[src/sv/pcx_pkg.sv]
// Shared types, constants and helpers of the PCX run-length decoder
package pcx_pkg;

  localparam int BYTE_W    = 8;
  localparam int COUNT_W   = 6;
  localparam int DIM_W     = 17;
  localparam int PIX_W     = 33;
  localparam int SUM_W     = PIX_W + 1;
  localparam int CFG_IDX_W = 2;

  localparam logic [BYTE_W-1:0]    RUN_MARK   = 8'd192;
  localparam logic [COUNT_W-1:0]   COUNT_MASK = 6'h3F;
  localparam logic [DIM_W-1:0]     DIM_MAX    = 17'h10000;
  localparam logic [DIM_W-1:0]     DIM_MIN    = 17'd1;

  // Configuration register indexes
  localparam logic [CFG_IDX_W-1:0] REG_IMAGE_WIDTH  = 2'd0;
  localparam logic [CFG_IDX_W-1:0] REG_IMAGE_HEIGHT = 2'd1;

  // Commands from the controller to the datapath
  typedef struct packed {
    logic take;           // latch the request, apply frame start
    logic mark_done;      // image size reached: finish, drop run state
    logic hold_header;    // keep run count, wait for run value
    logic close_run;      // zero-length run: drop run state
    logic start_literal;  // emit one literal pixel
    logic start_run;      // emit the run value count times
    logic emit;           // load one pixel into the output register
  } pcx_cmd_t;

  // Status from the datapath to the controller
  typedef struct packed {
    logic finished;
    logic at_total;
    logic awaiting;
    logic is_header;
    logic pend_zero;
    logic slot_free;
    logic last_pixel;
  } pcx_stat_t;

  // Map a raw dimension into 1..65536
  function automatic logic [DIM_W-1:0] clamp_dim(input logic [DIM_W-1:0] v);
    logic [DIM_W-1:0] r;
    if (v == '0) begin
      r = DIM_MIN;
    end else if (v > DIM_MAX) begin
      r = DIM_MAX;
    end else begin
      r = v;
    end
    return r;
  endfunction

endpackage

[src/sv/pcx_controller.sv]
// Controller of the PCX run-length decoder: accept, decode and emit sequencing
module pcx_controller import pcx_pkg::*; (
  input  logic      clk,
  input  logic      rst,
  input  logic      in_valid,
  output logic      in_ready,
  input  pcx_stat_t stat,
  output pcx_cmd_t  cmd
);

  typedef enum logic [1:0] {
    S_IDLE,
    S_DECODE,
    S_EMIT
  } state_t;

  state_t state;
  state_t state_next;

  assign in_ready = (state == S_IDLE);

  // Next state and commands
  always_comb begin
    cmd        = '0;
    state_next = state;
    case (state)
      S_IDLE: begin
        if (in_valid) begin
          cmd.take   = 1'b1;
          state_next = S_DECODE;
        end
      end
      S_DECODE: begin
        state_next = S_IDLE;
        if (stat.finished) begin
          // drop bytes after the image end
        end else if (stat.at_total) begin
          cmd.mark_done = 1'b1;
        end else if (!stat.awaiting) begin
          if (stat.is_header) begin
            cmd.hold_header = 1'b1;
          end else begin
            cmd.start_literal = 1'b1;
            state_next        = S_EMIT;
          end
        end else if (stat.pend_zero) begin
          cmd.close_run = 1'b1;
        end else begin
          cmd.start_run = 1'b1;
          state_next    = S_EMIT;
        end
      end
      S_EMIT: begin
        if (stat.slot_free) begin
          cmd.emit = 1'b1;
          if (stat.last_pixel) begin
            state_next = S_IDLE;
          end
        end
      end
      default: begin
        state_next = S_IDLE;
      end
    endcase
  end

  // Hold state
  always_ff @(posedge clk) begin
    if (rst) begin
      state <= S_IDLE;
    end else begin
      state <= state_next;
    end
  end

endmodule

[config.mk]
export PLATFORM = sky130hd
export DESIGN_NAME = pcx_controller
export DESIGN_NICKNAME = d
export VERILOG_FILES = /design/src/sv/pcx_pkg.sv /design/src/sv/pcx_controller.sv
export SDC_FILE = /design/constraint.sdc
export NUM_CORES = 1
export LEC_CHECK = 0
export BUFFER_PORTS_ARGS = -buffer_cell sky130_fd_sc_hd__clkbuf_2
export CAP_MARGIN = 15
export CORE_AREA = 4 4 41 43
export DETAILED_ROUTE_END_ITERATION = 6
export DIE_AREA = 0 0 45 47
export PLACE_DENSITY_LB_ADDON = 0.3
export SYNTH_ARGS = -nofsm -noshare
export SYNTH_HDL_FRONTEND = slang
export SYNTH_SLANG_ARGS = --single-unit
export TNS_END_PERCENT = 100
[constraint.sdc]
create_clock -name clk -period 1.1 [get_ports clk]
set_input_delay 0.11 -clock clk [delete_from_list [all_inputs] [get_ports clk]]
set_output_delay 0.11 -clock clk [all_outputs]
set_load 0.05 [all_outputs]
==> results <==
- The run finished, with violations left.
- The checks that failed: setup timing.
- The clock tree from TritonCTS is done.
- After synthesis, the largest area contributor takes up 24.43% of total cell area.
- Measured on the finished design, the core utilization comes to 35.58%.
- The pin count of the biggest net entering global routing is 6.
- The net count of the finished layout is 55.
- The number of port buffers is 17.
- The core region is 1301 um2.
- The maximum operating frequency is 0.7288 GHz.
- The via count of the first global-routing pass was 265.
- The per-cell via count in the routed design is 4.103.
- At the pin with the least slew margin, the transition time is 0.2929 ns.
- The total congestion overflow after global routing is 0.
- The total wirelength of the detailed-routed design is 611 um.
- The final routed DRC violation total is 0.
- The largest registers in the layout are state: 2 flops.
- The post-synthesis to final-layout area growth is 182.4%.
- The worst setup slack for register-to-register paths is 0.10 ns.
- The worst path required time is 0.99 ns.
- The tightest hold path in the finished design has a slack of 0.05138 ns.
- The die area is 2115 um2.
- The clock tree buffer depth is 2.
- The max-slew headroom at the worst pin is 80.39%.
- In this run the remaining antenna-violating nets after routing total 0.
- The fill cell total of the finished layout is 141.
- The worst setup path is of the register to primary output kind.
- The number of optimization iterations in the first detailed-route pass is 1.
- Counting instances, the worst hold path has a depth of 2.
- The initial antenna violation count is 0.
- The Yosys step of the flow raised 0 warnings.
- Global routing used 6.777% of the available tracks across all layers.
- The cell sitting at the root of the clock tree is a clkbuf_4.
- The start of the worst register-to-register path is state[1]$_SDFFE_PP0P_.
- The initial detailed-routing violation count is 0.
- The synthesized netlist contains 13 unique library cells.
- After synthesis, the share of flip-flops with an asynchronous set or reset is 0%.
- The footprint of the flip-flops and latches is 42.54 um2.
- Yosys attributes the largest share of cell area to dfxtp_1 24%, nor4b_4 15%, and3_2 9.2%.
- The gate count of the mapped netlist is 18.
- Tracing the worst setup path back leads to its startpoint at state[1]$_SDFFE_PP0P_.
- The first global-routing pass estimated 979 um of wire.
- The I/O pin count is 18.
- The total via count after detailed routing is 238.
- The post-synthesis instance area is 163.9 um2.
- The end of the worst register-to-register path is state[1]$_SDFFE_PP0P_.
- For this run, the register share of the synthesized area comes to 24.43%.
- The maximum fanout encountered on the critical timing path is 5.
- CTS built an H-tree with a depth of 1.
- The prevailing post-synth register cell is dfxtp_1.
- By instance count, the leading cell after synthesis is nor2_1.
- The tightest min-delay check is of the primary input to register type.
- The path depth of the worst reg2reg path is 4.
- The maximum resistive drop on vdd is 0.0005416 V.
- The final sum of negative setup slack is -1.415 ns.
- The row count is 13.
- The synthesized design contains 2 register bits.
- In this run the power density over the cells is 791.2 nW/um2.
- The number of flops mapped to enable cells by yosys is 0.
- Max-cap violations in this run came to 0.
- The kind of capture point of the worst setup path is a primary output.
- Dividing the detail-routed wire length by the instance count gives 10.53 um.
- The clock-pin slew on the worst setup and hold paths is 0.03 ns.
- Once routing completed, OpenROAD measured the worst setup slack at -0.2721 ns.
- By count the netlist is led by 3 x nor2_1, 2 x and3_2, 2 x dfxtp_1, 2 x nand2_1.
- Setup violations remaining at the end of the flow were counted as 7.
- Setup repair after global routing could not meet its margin everywhere.
- The sink of the worst hold path is state[1]$_SDFFE_PP0P_.
- STA puts the critical path data arrival time at 1.26 ns.
- The total power is 0.0003663 W.
- The leakage dissipation is 0.2168 nW.
- For this configuration, the core starts out at a cell density of 12.60%.
- The register with the most flip-flops in the layout has 2 of them.
- The horizontal die dimension is 45 um.
- The final period demand of the worst path is 1.372 ns.
- The number of hold violations in the final report came to 0.
- The number of antenna repair diodes is 0.
- The latest clock arrival within the worst-skew pair is 0.22 ns.
- The net count after synthesis is 28.
- In this run the most critical hold path is launched from rst.
- The final worst-path cycle share is 124.7%.
- The placed wire-length estimate is 487.5 um.
- TritonCTS created 3 clock buffers.
- The height of the die is 47 um.
- The dominant cell type by area after synthesis is dfxtp_1.
- The register ranked first by flip-flop count is state.
- For this design, the sink count on the clock tree is 2.
- The fraction of final layout cells with drive strength greater than 1 is 86.05%.
- Summing all multi-input logic gate instances after layout gives 158.9 um2.
- A synthesized cell averages 9.106 um2.
- The setup clock skew after layout is 0.002052 ns.
- The routability congestion estimate is 0.6430.
- The final-report max-slew violation count is 0.
- STA classifies the critical path startpoint as a register.
==> power by group <==
| group | internal (W) | switching, W |
|---|---|---|
| Sequential | 0.0000765 | 0.00000221 |
| Combinational | 0.0000648 | 0.0000645 |
| Clock | 0.000120 | 0.0000382 |
| Total | 0.000261 | 0.000105 |
==> worst max-delay path, stage by stage, from the launching register on <==
cell,delay (ns)
dfxtp_2,0.32
nor4b_4,0.29
nand2_1,0.15
nor2_4,0.13
buf_8,0.15
==> cells in the final DEF (no fill, tap or decap), types with 2 or more instances in the layout <==
cell type	netlist	routed
buf_8	0	5
nand2_1	2	2
buf_4	0	4
clkbuf_2	0	9
nor2_4	0	2
nor4b_4	1	2
and3_2	2	2
clkbuf_8	0	2
clkbuf_4	0	3
dfxtp_2	0	2
==> worst max-delay path by stage <==
stage | end | slack (ns) | depth (start not counted)
floorplan | cmd[2] | -0.18 | 2
global placement | cmd[1] | -0.15 | 4
detailed placement | cmd[1] | -0.16 | 4
CTS | cmd[1] | -0.31 | 4
global route | cmd[1] | -0.36 | 4
finish | cmd[1] | -0.27 | 4
==> layer usage <==
metal  vias up  track usage (%)  routed length [um]  part of all wire (%)
li1        115                -                   -                     -
met1       103            7.675                 268                    44
met2        20            8.475                 249                    41
met3         0            6.130                  93                    15
met4         0            3.509                   0                     0
met5         -                0                   0                     0
==> cell families after synthesis <==
group	Yosys count	share of synthesized area [%]
AO/OA/AOI/OAI	1	5.344
buffers and inverters	1	2.288
flip-flops	2	24.43
multiplexers	1	6.107
AND/OR/NAND/NOR	13	61.83
==> through the flow <==
step | cell area [um2] | std cells | setup slack (ns)
4_1_cts | 475.5 | 60 | -0.3077
6_report | 462.9 | 58 | -0.2721
3_5_place_dp | 346.6 | 55 | -0.1582
5_1_grt | 462.9 | 58 | -0.3570
2_1_floorplan | 205.2 | 18 | -0.1759
3_3_place_gp | 346.6 | 55 | -0.1478
==> cell type report <==
cell class                      instances  share of cell area (%)
Inverter                                1                   1.351
Timing Repair Buffer                   22                   46.22
Clock buffer                            3                   4.865
Tap cell                               15                   4.054
Multi-Input combinational cell         15                   34.32
Sequential cell                         2                   9.189
==> repair_timing <==
item,CTS,global route
setup buffers,2,1
hold buffers,0,0
resized for setup,21,5
endpoints found under the setup margin,8,9
pin swaps,2,4
Power figures use the tool's default switching activity.
