$ cat src/sv/pcx_pkg.sv
// Shared types, constants and helpers of the PCX run-length decoder
package pcx_pkg;

  localparam int BYTE_W    = 8;
  localparam int COUNT_W   = 6;
  localparam int DIM_W     = 17;
  localparam int PIX_W     = 33;
  localparam int SUM_W     = PIX_W + 1;
  localparam int CFG_IDX_W = 2;

  localparam logic [BYTE_W-1:0]    RUN_MARK   = 8'd192;
  localparam logic [COUNT_W-1:0]   COUNT_MASK = 6'h3F;
  localparam logic [DIM_W-1:0]     DIM_MAX    = 17'h10000;
  localparam logic [DIM_W-1:0]     DIM_MIN    = 17'd1;

  // Configuration register indexes
  localparam logic [CFG_IDX_W-1:0] REG_IMAGE_WIDTH  = 2'd0;
  localparam logic [CFG_IDX_W-1:0] REG_IMAGE_HEIGHT = 2'd1;

  // Commands from the controller to the datapath
  typedef struct packed {
    logic take;           // latch the request, apply frame start
    logic mark_done;      // image size reached: finish, drop run state
    logic hold_header;    // keep run count, wait for run value
    logic close_run;      // zero-length run: drop run state
    logic start_literal;  // emit one literal pixel
    logic start_run;      // emit the run value count times
    logic emit;           // load one pixel into the output register
  } pcx_cmd_t;

  // Status from the datapath to the controller
  typedef struct packed {
    logic finished;
    logic at_total;
    logic awaiting;
    logic is_header;
    logic pend_zero;
    logic slot_free;
    logic last_pixel;
  } pcx_stat_t;

  // Map a raw dimension into 1..65536
  function automatic logic [DIM_W-1:0] clamp_dim(input logic [DIM_W-1:0] v);
    logic [DIM_W-1:0] r;
    if (v == '0) begin
      r = DIM_MIN;
    end else if (v > DIM_MAX) begin
      r = DIM_MAX;
    end else begin
      r = v;
    end
    return r;
  endfunction

endpackage

$ cat src/sv/pcx_datapath.sv
// Datapath of the PCX run-length decoder: registers, pixel count, output stage
module pcx_datapath import pcx_pkg::*; (
  input  logic              clk,
  input  logic              rst,
  input  pcx_cmd_t          cmd,
  output pcx_stat_t         stat,
  input  logic [BYTE_W-1:0] in_byte,
  input  logic              in_frame_start,
  input  logic              cfg_write,
  input  logic [CFG_IDX_W-1:0] cfg_index,
  input  logic [DIM_W-1:0]  cfg_data,
  input  logic              out_ready,
  output logic              out_valid,
  output logic [BYTE_W-1:0] out_pixel,
  output logic              out_last,
  output logic              out_complete,
  output logic              out_trunc
);

  logic [DIM_W-1:0]   image_width;
  logic [DIM_W-1:0]   image_height;
  logic [PIX_W-1:0]   total;
  logic [2*DIM_W-1:0] product;

  logic [BYTE_W-1:0]  code_reg;
  logic               awaiting;
  logic [COUNT_W-1:0] pending;
  logic [PIX_W-1:0]   pixels_done;
  logic               finished;
  logic [COUNT_W-1:0] run_left;
  logic [BYTE_W-1:0]  run_value;
  logic               run_trunc;

  logic [PIX_W-1:0]   done_next;
  logic               hit_end;
  logic [SUM_W-1:0]   run_end;
  logic               will_trunc;

  // Register writes; unknown indexes are dropped
  always_ff @(posedge clk) begin
    if (rst) begin
      image_width  <= DIM_MIN;
      image_height <= DIM_MIN;
    end else if (cfg_write) begin
      case (cfg_index)
        REG_IMAGE_WIDTH:  image_width  <= cfg_data;
        REG_IMAGE_HEIGHT: image_height <= cfg_data;
        default: ;
      endcase
    end
  end

  // Image size, one register after the multiplier
  assign product = clamp_dim(image_width) * clamp_dim(image_height);

  always_ff @(posedge clk) begin
    if (rst) begin
      total <= PIX_W'(1);
    end else begin
      total <= product[PIX_W-1:0];
    end
  end

  // Pixel count and run end checks
  assign done_next  = pixels_done + PIX_W'(1);
  assign hit_end    = done_next >= total;
  assign run_end    = {1'b0, pixels_done} + {{(SUM_W-COUNT_W){1'b0}}, pending};
  assign will_trunc = run_end > {1'b0, total};

  // Decoder state
  always_ff @(posedge clk) begin
    if (rst) begin
      awaiting    <= 1'b0;
      pending     <= '0;
      pixels_done <= '0;
      finished    <= 1'b0;
      run_left    <= '0;
    end else if (cmd.take) begin
      if (in_frame_start) begin
        awaiting    <= 1'b0;
        pending     <= '0;
        pixels_done <= '0;
        finished    <= 1'b0;
      end
    end else if (cmd.mark_done || cmd.close_run) begin
      finished <= finished | cmd.mark_done;
      awaiting <= 1'b0;
      pending  <= '0;
    end else if (cmd.hold_header) begin
      awaiting <= 1'b1;
      pending  <= code_reg[COUNT_W-1:0] & COUNT_MASK;
    end else if (cmd.start_literal) begin
      run_left <= COUNT_W'(1);
    end else if (cmd.start_run) begin
      awaiting <= 1'b0;
      pending  <= '0;
      run_left <= pending;
    end else if (cmd.emit) begin
      pixels_done <= done_next;
      run_left    <= run_left - COUNT_W'(1);
      if (hit_end) begin
        finished <= 1'b1;
      end
    end
  end

  // Request byte and run payload
  always_ff @(posedge clk) begin
    if (cmd.take) begin
      code_reg <= in_byte;
    end
    if (cmd.start_literal) begin
      run_value <= code_reg;
      run_trunc <= 1'b0;
    end else if (cmd.start_run) begin
      run_value <= code_reg;
      run_trunc <= will_trunc;
    end
  end

  // Output register
  always_ff @(posedge clk) begin
    if (rst) begin
      out_valid <= 1'b0;
    end else if (cmd.emit) begin
      out_valid <= 1'b1;
    end else if (out_ready) begin
      out_valid <= 1'b0;
    end
  end

  always_ff @(posedge clk) begin
    if (cmd.emit) begin
      out_pixel    <= run_value;
      out_last     <= (run_left == COUNT_W'(1)) || hit_end;
      out_complete <= hit_end;
      out_trunc    <= run_trunc;
    end
  end

  // Status to the controller
  assign stat.finished   = finished;
  assign stat.at_total   = pixels_done >= total;
  assign stat.awaiting   = awaiting;
  assign stat.is_header  = code_reg >= RUN_MARK;
  assign stat.pend_zero  = pending == '0;
  assign stat.slot_free  = !out_valid || out_ready;
  assign stat.last_pixel = (run_left == COUNT_W'(1)) || hit_end;

endmodule

$ cat config.mk
export PLATFORM = sky130hd
export DESIGN_NAME = pcx_datapath
export DESIGN_NICKNAME = d
export VERILOG_FILES = /design/src/sv/pcx_pkg.sv /design/src/sv/pcx_datapath.sv
export SDC_FILE = /design/constraint.sdc
export NUM_CORES = 1
export LEC_CHECK = 0
export ABC_AREA = 1
export BUFFER_PORTS_ARGS = -buffer_cell sky130_fd_sc_hd__buf_2
export CORE_ASPECT_RATIO = 0.75
export CORE_UTILIZATION = 41
export DETAILED_ROUTE_END_ITERATION = 6
export GPL_TIMING_DRIVEN = 1
export PLACE_DENSITY = 0.66
export SKIP_LAST_GASP = 1
export SLEW_MARGIN = 15
export SYNTH_ARGS = -nofsm -noshare
export SYNTH_HDL_FRONTEND = slang
export SYNTH_SLANG_ARGS = --single-unit
export TNS_END_PERCENT = 5
$ cat constraint.sdc
create_clock -name clk -period 18.4 [get_ports clk]
set_input_delay 2.76 -clock clk [delete_from_list [all_inputs] [get_ports clk]]
set_output_delay 2.76 -clock clk [all_outputs]
set_load 0.05 [all_outputs]
==> impl_results.rst, run 1 <==
.. list-table::
   :header-rows: 1

   * - Metric
     - Value
   * - Outcome
     - finished, final reports clean
   * - Library cell contributing the largest single delay on the critical path
     - sky130_fd_sc_hd__nor2_2
   * - Slack of the critical path
     - 10300 ps
   * - Number of nets in the synthesized netlist
     - between 2000 and 3000
   * - Maximum vdd drop
     - 0.0506 mV
   * - Total leakage power
     - between 9 and 10 nW
   * - Seq/Total Area, Yosys
     - 16.9%
   * - Routed wire length per instance
     - around 19 microns
   * - Worst-case headroom to the max-slew limit
     - 23.6%
   * - Kind of critical path
     - reg2reg
   * - Sum of negative setup slack
     - 0 ps
   * - Worst Clk Skew
     - 12.5 ps
   * - Horizontal die dimension
     - around 250 microns
   * - CP Capture Type
     - flip-flop
   * - Number of buffers added for setup after CTS
     - 0
   * - Antenna violations before repair
     - 1
   * - Fraction of final layout cells sized beyond drive strength 1
     - 7.28%
   * - Residual overflow from global routing
     - 0
   * - Largest net degree at the start of global routing
     - 59
   * - Die Footprint
     - 46100 sq um
   * - Global Route Usage Sum
     - 26.4%
   * - Residual DRC count
     - 0
   * - Maximum buffer depth of the clock tree
     - 2
   * - Hold crit path type
     - reg2reg
   * - Unrepaired setup endpoints after global routing
     - no
   * - Total power density per cell area
     - 51.0 nW/um^2
   * - ANT nets after route
     - 0
   * - Top-level I/O count
     - 58
   * - Number of warnings issued by yosys
     - 0
   * - Post-synthesis cell area
     - roughly 19000 sq um
   * - CTS H-tree depth
     - 4
   * - Worst hold slack
     - ~420 ps
   * - Final Cycle Share
     - 44.0%
   * - Post-detail-place hpwl
     - around 48000 microns
   * - Height of the chip
     - 186 microns
   * - Share of flip-flops with an asynchronous set or reset
     - 0%
   * - Via count of the first global-routing pass
     - about 16000
   * - Starting density of the core
     - around 42%
   * - Count of cell types in the netlist
     - 56
   * - Core Area
     - approximately 45000 sq um
   * - Root buf cell
     - sky130_fd_sc_hd__clkbuf_16
   * - Cell count after synthesis
     - 2414
   * - Number of design-rule violations left by the first detailed-router iteration
     - 1481
   * - Slew at the pin closest to its max-slew limit
     - roughly 1100 ps
   * - Worst-skew pair later-pin latency
     - between 400 and 500 ps
   * - Worst endpoint data arrival time
     - 8420 ps
   * - Standard-cell rows
     - 67
   * - Max-cap violation count
     - 0
   * - Achievable frequency
     - 123 MHz
   * - Count of final hold-check violations
     - 0
   * - Synth top area cells
     - sky130_fd_sc_hd__fa_1, sky130_fd_sc_hd__ha_1, sky130_fd_sc_hd__dfxtp_1
   * - Last weighted congestion value of the routability-driven placer
     - 0.987
   * - # clock sinks
     - 143
   * - Seq cells post-synth
     - about 140
   * - TritonCTS buffer count
     - 17
   * - Port Buffers
     - 57
   * - Global-route wire length before repair
     - 91700 microns
   * - Post-layout minimum cycle time
     - a little over 8000 ps
   * - CTS tree
     - done
   * - Most numerous cell in the Yosys netlist
     - sky130_fd_sc_hd__inv_1
   * - Via count normalized by instance count
     - around 5.4
   * - Biggest registers after layout
     - pixels_done x33, total x33
   * - Total of hold buffers inserted after clock tree synthesis
     - 0
   * - Critical Path Fanout Max
     - 12
   * - Dominant delay contributor by cell family on the critical path
     - adder cells
   * - Synth Area per Inst
     - 7.68 sq um
   * - Fill cells
     - ~4500
   * - Cell taking the most area after synthesis
     - sky130_fd_sc_hd__fa_1
   * - Number of enable-type register cells in the synthesized netlist
     - 27
   * - Largest stage delay, worst path
     - roughly 750 ps
   * - Sort of element at the start of the critical path
     - flip-flop
   * - Prevailing post-synth register cell
     - sky130_fd_sc_hd__dfxtp_1
   * - Via count
     - 16381
   * - Total iterations of the first detailed-routing run
     - 6
   * - CTS clock-pin slew for the worst setup and hold paths
     - 80 ps
   * - Number of gates given a new drive strength after cts
     - 0
   * - Finish-stage setup viols
     - 0
   * - Crit path top cell by count
     - sky130_fd_sc_hd__fa_1
   * - Most common library cells after synthesis
     - sky130_fd_sc_hd__inv_1, sky130_fd_sc_hd__nand2_1, sky130_fd_sc_hd__nor2_1, sky130_fd_sc_hd__fa_1, sky130_fd_sc_hd__ha_1
   * - Worst setup slack before clock tree synthesis
     - around 11000 ps
   * - Synthesis-to-finish area growth
     - 8.30%
   * - Total buffers and inverters traversed by the critical path
     - 6
   * - Portion of synthesized cell area occupied by the leading cell type
     - about a quarter
   * - Total Routed Length
     - slightly below 60000 microns
   * - Total number of nets in the final design
     - around 3000
   * - Data required, critical path
     - 18720 ps
   * - Pins Over Slew Limit
     - 0
cells in the final DEF, fill, tap and decap left out, types with 3 or more instances in the layout:
cell type	netlist	layout
sky130_fd_sc_hd__o211ai_1	6	6
sky130_fd_sc_hd__inv_6	0	5
sky130_fd_sc_hd__ha_1	212	212
sky130_fd_sc_hd__clkbuf_16	0	17
sky130_fd_sc_hd__buf_2	25	57
sky130_fd_sc_hd__inv_2	20	20
sky130_fd_sc_hd__edfxtp_1	27	27
sky130_fd_sc_hd__o21ai_0	80	80
sky130_fd_sc_hd__a21boi_0	4	4
sky130_fd_sc_hd__clkinv_8	0	3
sky130_fd_sc_hd__a21oi_1	161	161
sky130_fd_sc_hd__nor2_2	14	15
sky130_fd_sc_hd__xnor2_1	19	19
sky130_fd_sc_hd__nor2_1	278	277
sky130_fd_sc_hd__clkinv_1	6	6
sky130_fd_sc_hd__o21bai_1	8	8
sky130_fd_sc_hd__nor2_4	8	8
sky130_fd_sc_hd__a31oi_1	3	3
sky130_fd_sc_hd__bufinv_16	0	4
sky130_fd_sc_hd__o21a_1	6	6
sky130_fd_sc_hd__nand4_1	42	42
sky130_fd_sc_hd__a221oi_1	4	4
sky130_fd_sc_hd__xor2_1	43	43
sky130_fd_sc_hd__nor4_2	5	5
sky130_fd_sc_hd__fa_1	224	224
sky130_fd_sc_hd__dfxtp_1	116	116
sky130_fd_sc_hd__a21oi_2	3	3
sky130_fd_sc_hd__nand2_1	466	466
sky130_fd_sc_hd__nor4_1	12	12
sky130_fd_sc_hd__nand3b_1	4	4
sky130_fd_sc_hd__a21o_1	8	8
sky130_fd_sc_hd__and2_1	3	3
sky130_fd_sc_hd__inv_1	468	468
sky130_fd_sc_hd__nor3_1	18	18
sky130_fd_sc_hd__nand2_2	9	9
sky130_fd_sc_hd__buf_4	3	14
sky130_fd_sc_hd__nand3_1	53	53
stage by stage:
stage | utilization, % | cells | power, mW | instance area (sq um)
finish | 45.0 | 3047 | 1.02 | 20100
global route | 45.0 | 3047 | 1.07 | 20100
CTS | 45.0 | 3046 | 1.02 | 20100
detailed placement | 43.5 | 3014 | 0.619 | 19400
global placement | 43.5 | 3014 | 0.615 | 19400
floorplan | - | 2414 | 0.531 | 18600
report_power, final:
part | internal (mW) | switching, mW | total, mW
logic | 0.0780 | 0.194 | 0.272
registers | 0.337 | 0.00936 | 0.347
clock network | 0.235 | 0.171 | 0.406
cell type report:
cell class	instances	area [sq um]	share of cell area (%)
Timing Repair Buffer	71	390	1.94
Sequential cell	143	3130	15.6
Clock buffer	17	425	2.12
Tap cell	586	733	3.65
Inverter	495	1860	9.25
Multi-Input combinational cell	1719	13300	66.2
Clock inverter	15	244	1.21
Antenna cell	1	2.50	0.0125
per-layer routing:
layer / part of all wire (%) / track usage, %
met3: 11 / 7.95
met4: 1.4 / 6.06
met5: 0 / 0
met1: 49 / 40.6
met2: 39 / 35.5
path summary, 6_finish.rpt:
path	slack, ps	start	depth (start not counted)	end
worst min register to register	420	run_value[0]	0	out_pixel[0]
worst max-delay path	10300	image_width[12]	25	total[29]
worst min-delay path	420	run_value[0]	0	out_pixel[0]
worst max register to register	10300	image_width[12]	25	total[29]
kinds of logic (layout without fill, tap and decap cells):
family          after synthesis  after routing  share of synthesized area, %
simple gates                925            925                          21.4
buf+inv                     552            598                          11.4
fa+ha+maj                   436            436                          38.5
compound gates              294            294                          8.71
flops                       143            143                          16.9
xor+xnor                     64             64                          3.10
other cells                   0              1                             0
No activity file was read; power rests on OpenSTA's default activity.
==> run 2: changes to the inputs <==
PLACE_DENSITY = 0.69   (was 0.66)
clock period = 7.4 ns   (was 18.4 ns; I/O delays follow)
==> impl_results.rst, run 2 (synthesis results as in run 1) <==
.. list-table::
   :header-rows: 1

   * - Metric
     - Value
   * - Outcome
     - finished, violations left
   * - Violated checks
     - DRC
   * - Hold wc startpoint
     - run_value[2]
   * - Die Footprint
     - roughly 46000 sq um
   * - Finish-stage setup viols
     - 0
   * - Most frequent standard cell in the layout excluding fill and tap cells
     - sky130_fd_sc_hd__nand2_1
   * - Commonest cells after routing, fill and taps aside
     - sky130_fd_sc_hd__nand2_1, sky130_fd_sc_hd__inv_1, sky130_fd_sc_hd__nor2_1, sky130_fd_sc_hd__fa_1, sky130_fd_sc_hd__ha_1
   * - Root buf cell
     - sky130_fd_sc_hd__clkbuf_16
   * - Kind of critical path
     - reg2reg
   * - Util after Layout
     - 45.4%
   * - Largest net degree at the start of global routing
     - between 50 and 60
   * - # clock sinks
     - 143
   * - Max-cap violation count
     - 0
   * - Achievable frequency
     - 140 MHz
   * - Global-route wire length before repair
     - slightly above 90000 microns
   * - Synthesis-to-finish area growth
     - 9.25%
   * - Total iterations of the first detailed-routing run
     - 7
   * - CTS clock-pin slew for the worst setup and hold paths
     - 80 ps
   * - Starting density of the core
     - 41.5%
   * - Sum of negative setup slack
     - 0 ps
   * - Total of hold buffers inserted after clock tree synthesis
     - 0
   * - Via count normalized by instance count
     - 5.37
   * - Number of design-rule violations left by the first detailed-router iteration
     - approximately 1800
   * - Maximum buffer depth of the clock tree
     - 2
   * - Via count of the first global-routing pass
     - 16429
   * - Fill cells
     - 4422
   * - Slew at the pin closest to its max-slew limit
     - 1100 ps
   * - Core Area
     - 44700 sq um
   * - Cell depth of the worst hold path
     - 0
   * - Worst Reg2Reg Path Length in Cells
     - 24
   * - Standard-cell rows
     - 67
   * - TritonCTS buffer count
     - 17
   * - Worst-skew pair later-pin latency
     - around 460 ps
   * - Pins Over Slew Limit
     - 0
   * - Worst endpoint data arrival time
     - 7490 ps
   * - Horizontal die dimension
     - 248 microns
   * - Residual DRC count
     - 2
   * - CTS tree
     - done
   * - Reg-to-Reg Start
     - image_height[12]
   * - Sort of element at the start of the critical path
     - flip-flop
   * - Worst Clk Skew
     - 18.9 ps
   * - Critical Path Fanout Max
     - 13
   * - Data required, critical path
     - 7740 ps
   * - Post-layout minimum cycle time
     - 7150 ps
   * - Worst reg-to-reg setup slack
     - 250 ps
   * - Port Buffers
     - 57
   * - Unrepaired setup endpoints after global routing
     - yes
   * - Antenna violations before repair
     - 2
   * - CP Capture Type
     - flip-flop
   * - Count of final hold-check violations
     - 0
   * - Via count
     - 16531
   * - Height of the chip
     - around 190 microns
   * - CTS H-tree depth
     - 4
   * - Last weighted congestion value of the routability-driven placer
     - 0.976
   * - Biggest registers after layout
     - pixels_done x33, total x33
   * - Worst-case headroom to the max-slew limit
     - 26.3%
   * - ANT nets after route
     - 0
   * - Global Route Usage Sum
     - 26.2%
   * - Routed wire length per instance
     - 18.7 microns
   * - Worst min-delay path endpoint
     - out_pixel[2]
   * - Post-detail-place hpwl
     - 47700 microns
   * - Fraction of final layout cells sized beyond drive strength 1
     - about 8.5%
   * - Hold crit path type
     - reg2reg
   * - Total Routed Length
     - 57500 microns
   * - Total leakage power
     - roughly 10 nW
   * - R2r endpoint
     - total[26]
   * - Maximum vdd drop
     - 0.178 mV
   * - Residual overflow from global routing
     - 0
   * - Top-level I/O count
     - 58
   * - Total power density per cell area
     - 121 nW/um^2
   * - Total number of nets in the final design
     - 2949
   * - Final Cycle Share
     - 96.6%
## run 2: changes by cell type in the layout (fill, tap and decap cells not counted), moves of 2 or more
cell,before,now
sky130_fd_sc_hd__buf_4,14,41
sky130_fd_sc_hd__o21ai_0,80,78
sky130_fd_sc_hd__clkinv_8,3,5
sky130_fd_sc_hd__bufinv_16,4,0
sky130_fd_sc_hd__nor3_1,18,16
sky130_fd_sc_hd__o21ai_1,2,4
sky130_fd_sc_hd__nor3_2,2,4
sky130_fd_sc_hd__diode_2,1,3
sky130_fd_sc_hd__inv_8,2,4
sky130_fd_sc_hd__inv_1,468,463
sky130_fd_sc_hd__clkinvlp_4,0,6
## run 2: per-stage QoR
| stage | worst slack (ps) | total power, mW | area [sq um] | instances | hold WS [ps] |
|---|---|---|---|---|---|
| floorplan | 1440 | 1.32 | 18600 | 2414 | 400 |
| global placement | 120 | 1.53 | 19600 | 3038 | 402 |
| detailed placement | 182 | 1.54 | 19600 | 3038 | 406 |
| CTS | 180 | 2.44 | 20200 | 3070 | 425 |
| global route | -45.3 | 2.57 | 20300 | 3075 | 432 |
| finish | 251 | 2.45 | 20300 | 3076 | 423 |
## run 2: critical path, stage by stage (launching register included)
cell                         delay (ps)
sky130_fd_sc_hd__dfxtp_1            330
sky130_fd_sc_hd__nor4_1             400
sky130_fd_sc_hd__nand4_1            190
sky130_fd_sc_hd__nand2_2            200
sky130_fd_sc_hd__nand2_1            300
sky130_fd_sc_hd__clkinvlp_4         360
sky130_fd_sc_hd__buf_4              160
sky130_fd_sc_hd__nand2_1             70
sky130_fd_sc_hd__fa_1               560
sky130_fd_sc_hd__inv_1               50
sky130_fd_sc_hd__fa_1               530
sky130_fd_sc_hd__fa_1               440
sky130_fd_sc_hd__fa_1               540
sky130_fd_sc_hd__fa_1               560
sky130_fd_sc_hd__inv_1               60
sky130_fd_sc_hd__fa_1               520
sky130_fd_sc_hd__inv_1               40
sky130_fd_sc_hd__ha_1               340
sky130_fd_sc_hd__a21oi_1            290
sky130_fd_sc_hd__o21ai_0            150
sky130_fd_sc_hd__a21oi_1            250
sky130_fd_sc_hd__nand3_1            270
sky130_fd_sc_hd__a21o_1             240
sky130_fd_sc_hd__o21ai_0            140
sky130_fd_sc_hd__a21oi_1             60
## run 2: metal layers
metal / part of all wire (%) / GRT usage [%]
met5: 0 / 0
met4: 1.8 / 6.21
met3: 11 / 5.70
met2: 40 / 37.0
met1: 48 / 39.9
## run 2: area by class of cell
cell class / count / area, sq um / area share [%]
multi-input cells: 1719 / 13300 / 65.7
flip-flops and latches: 143 / 3130 / 15.5
inverters: 495 / 1880 / 9.27
well taps: 586 / 733 / 3.62
repair buffers: 98 / 593 / 2.93
clock buffers: 17 / 425 / 2.10
clock inverters: 15 / 185 / 0.914
diodes: 3 / 7.51 / 0.0370
## run 2: what timing repair did
item / 4_1_cts / 5_1_grt
setup buffers: 0 / 3
gates resized for setup: 0 / 9
hold endpoints to repair: 0 / 0
setup endpoints to repair: 0 / 16
## run 2: worst max-delay path by stage
stage | startpoint | endpoint | cells after the start
final | image_height[12] | total[26] | 24
after global placement | image_height[12] | total[27] | 27
after detailed placement | image_height[12] | total[32] | 27
after global routing | image_height[13] | total[26] | 24
after floorplan | image_height[8] | total[26] | 27
after CTS | image_height[12] | total[32] | 27
## run 2: where the power goes
group          switching (mW)  internal [mW]  leakage, nW
combinational           0.484          0.204         8.54
sequential             0.0198          0.839         1.21
clock                   0.444          0.460        0.294
total                   0.947           1.50         10.0
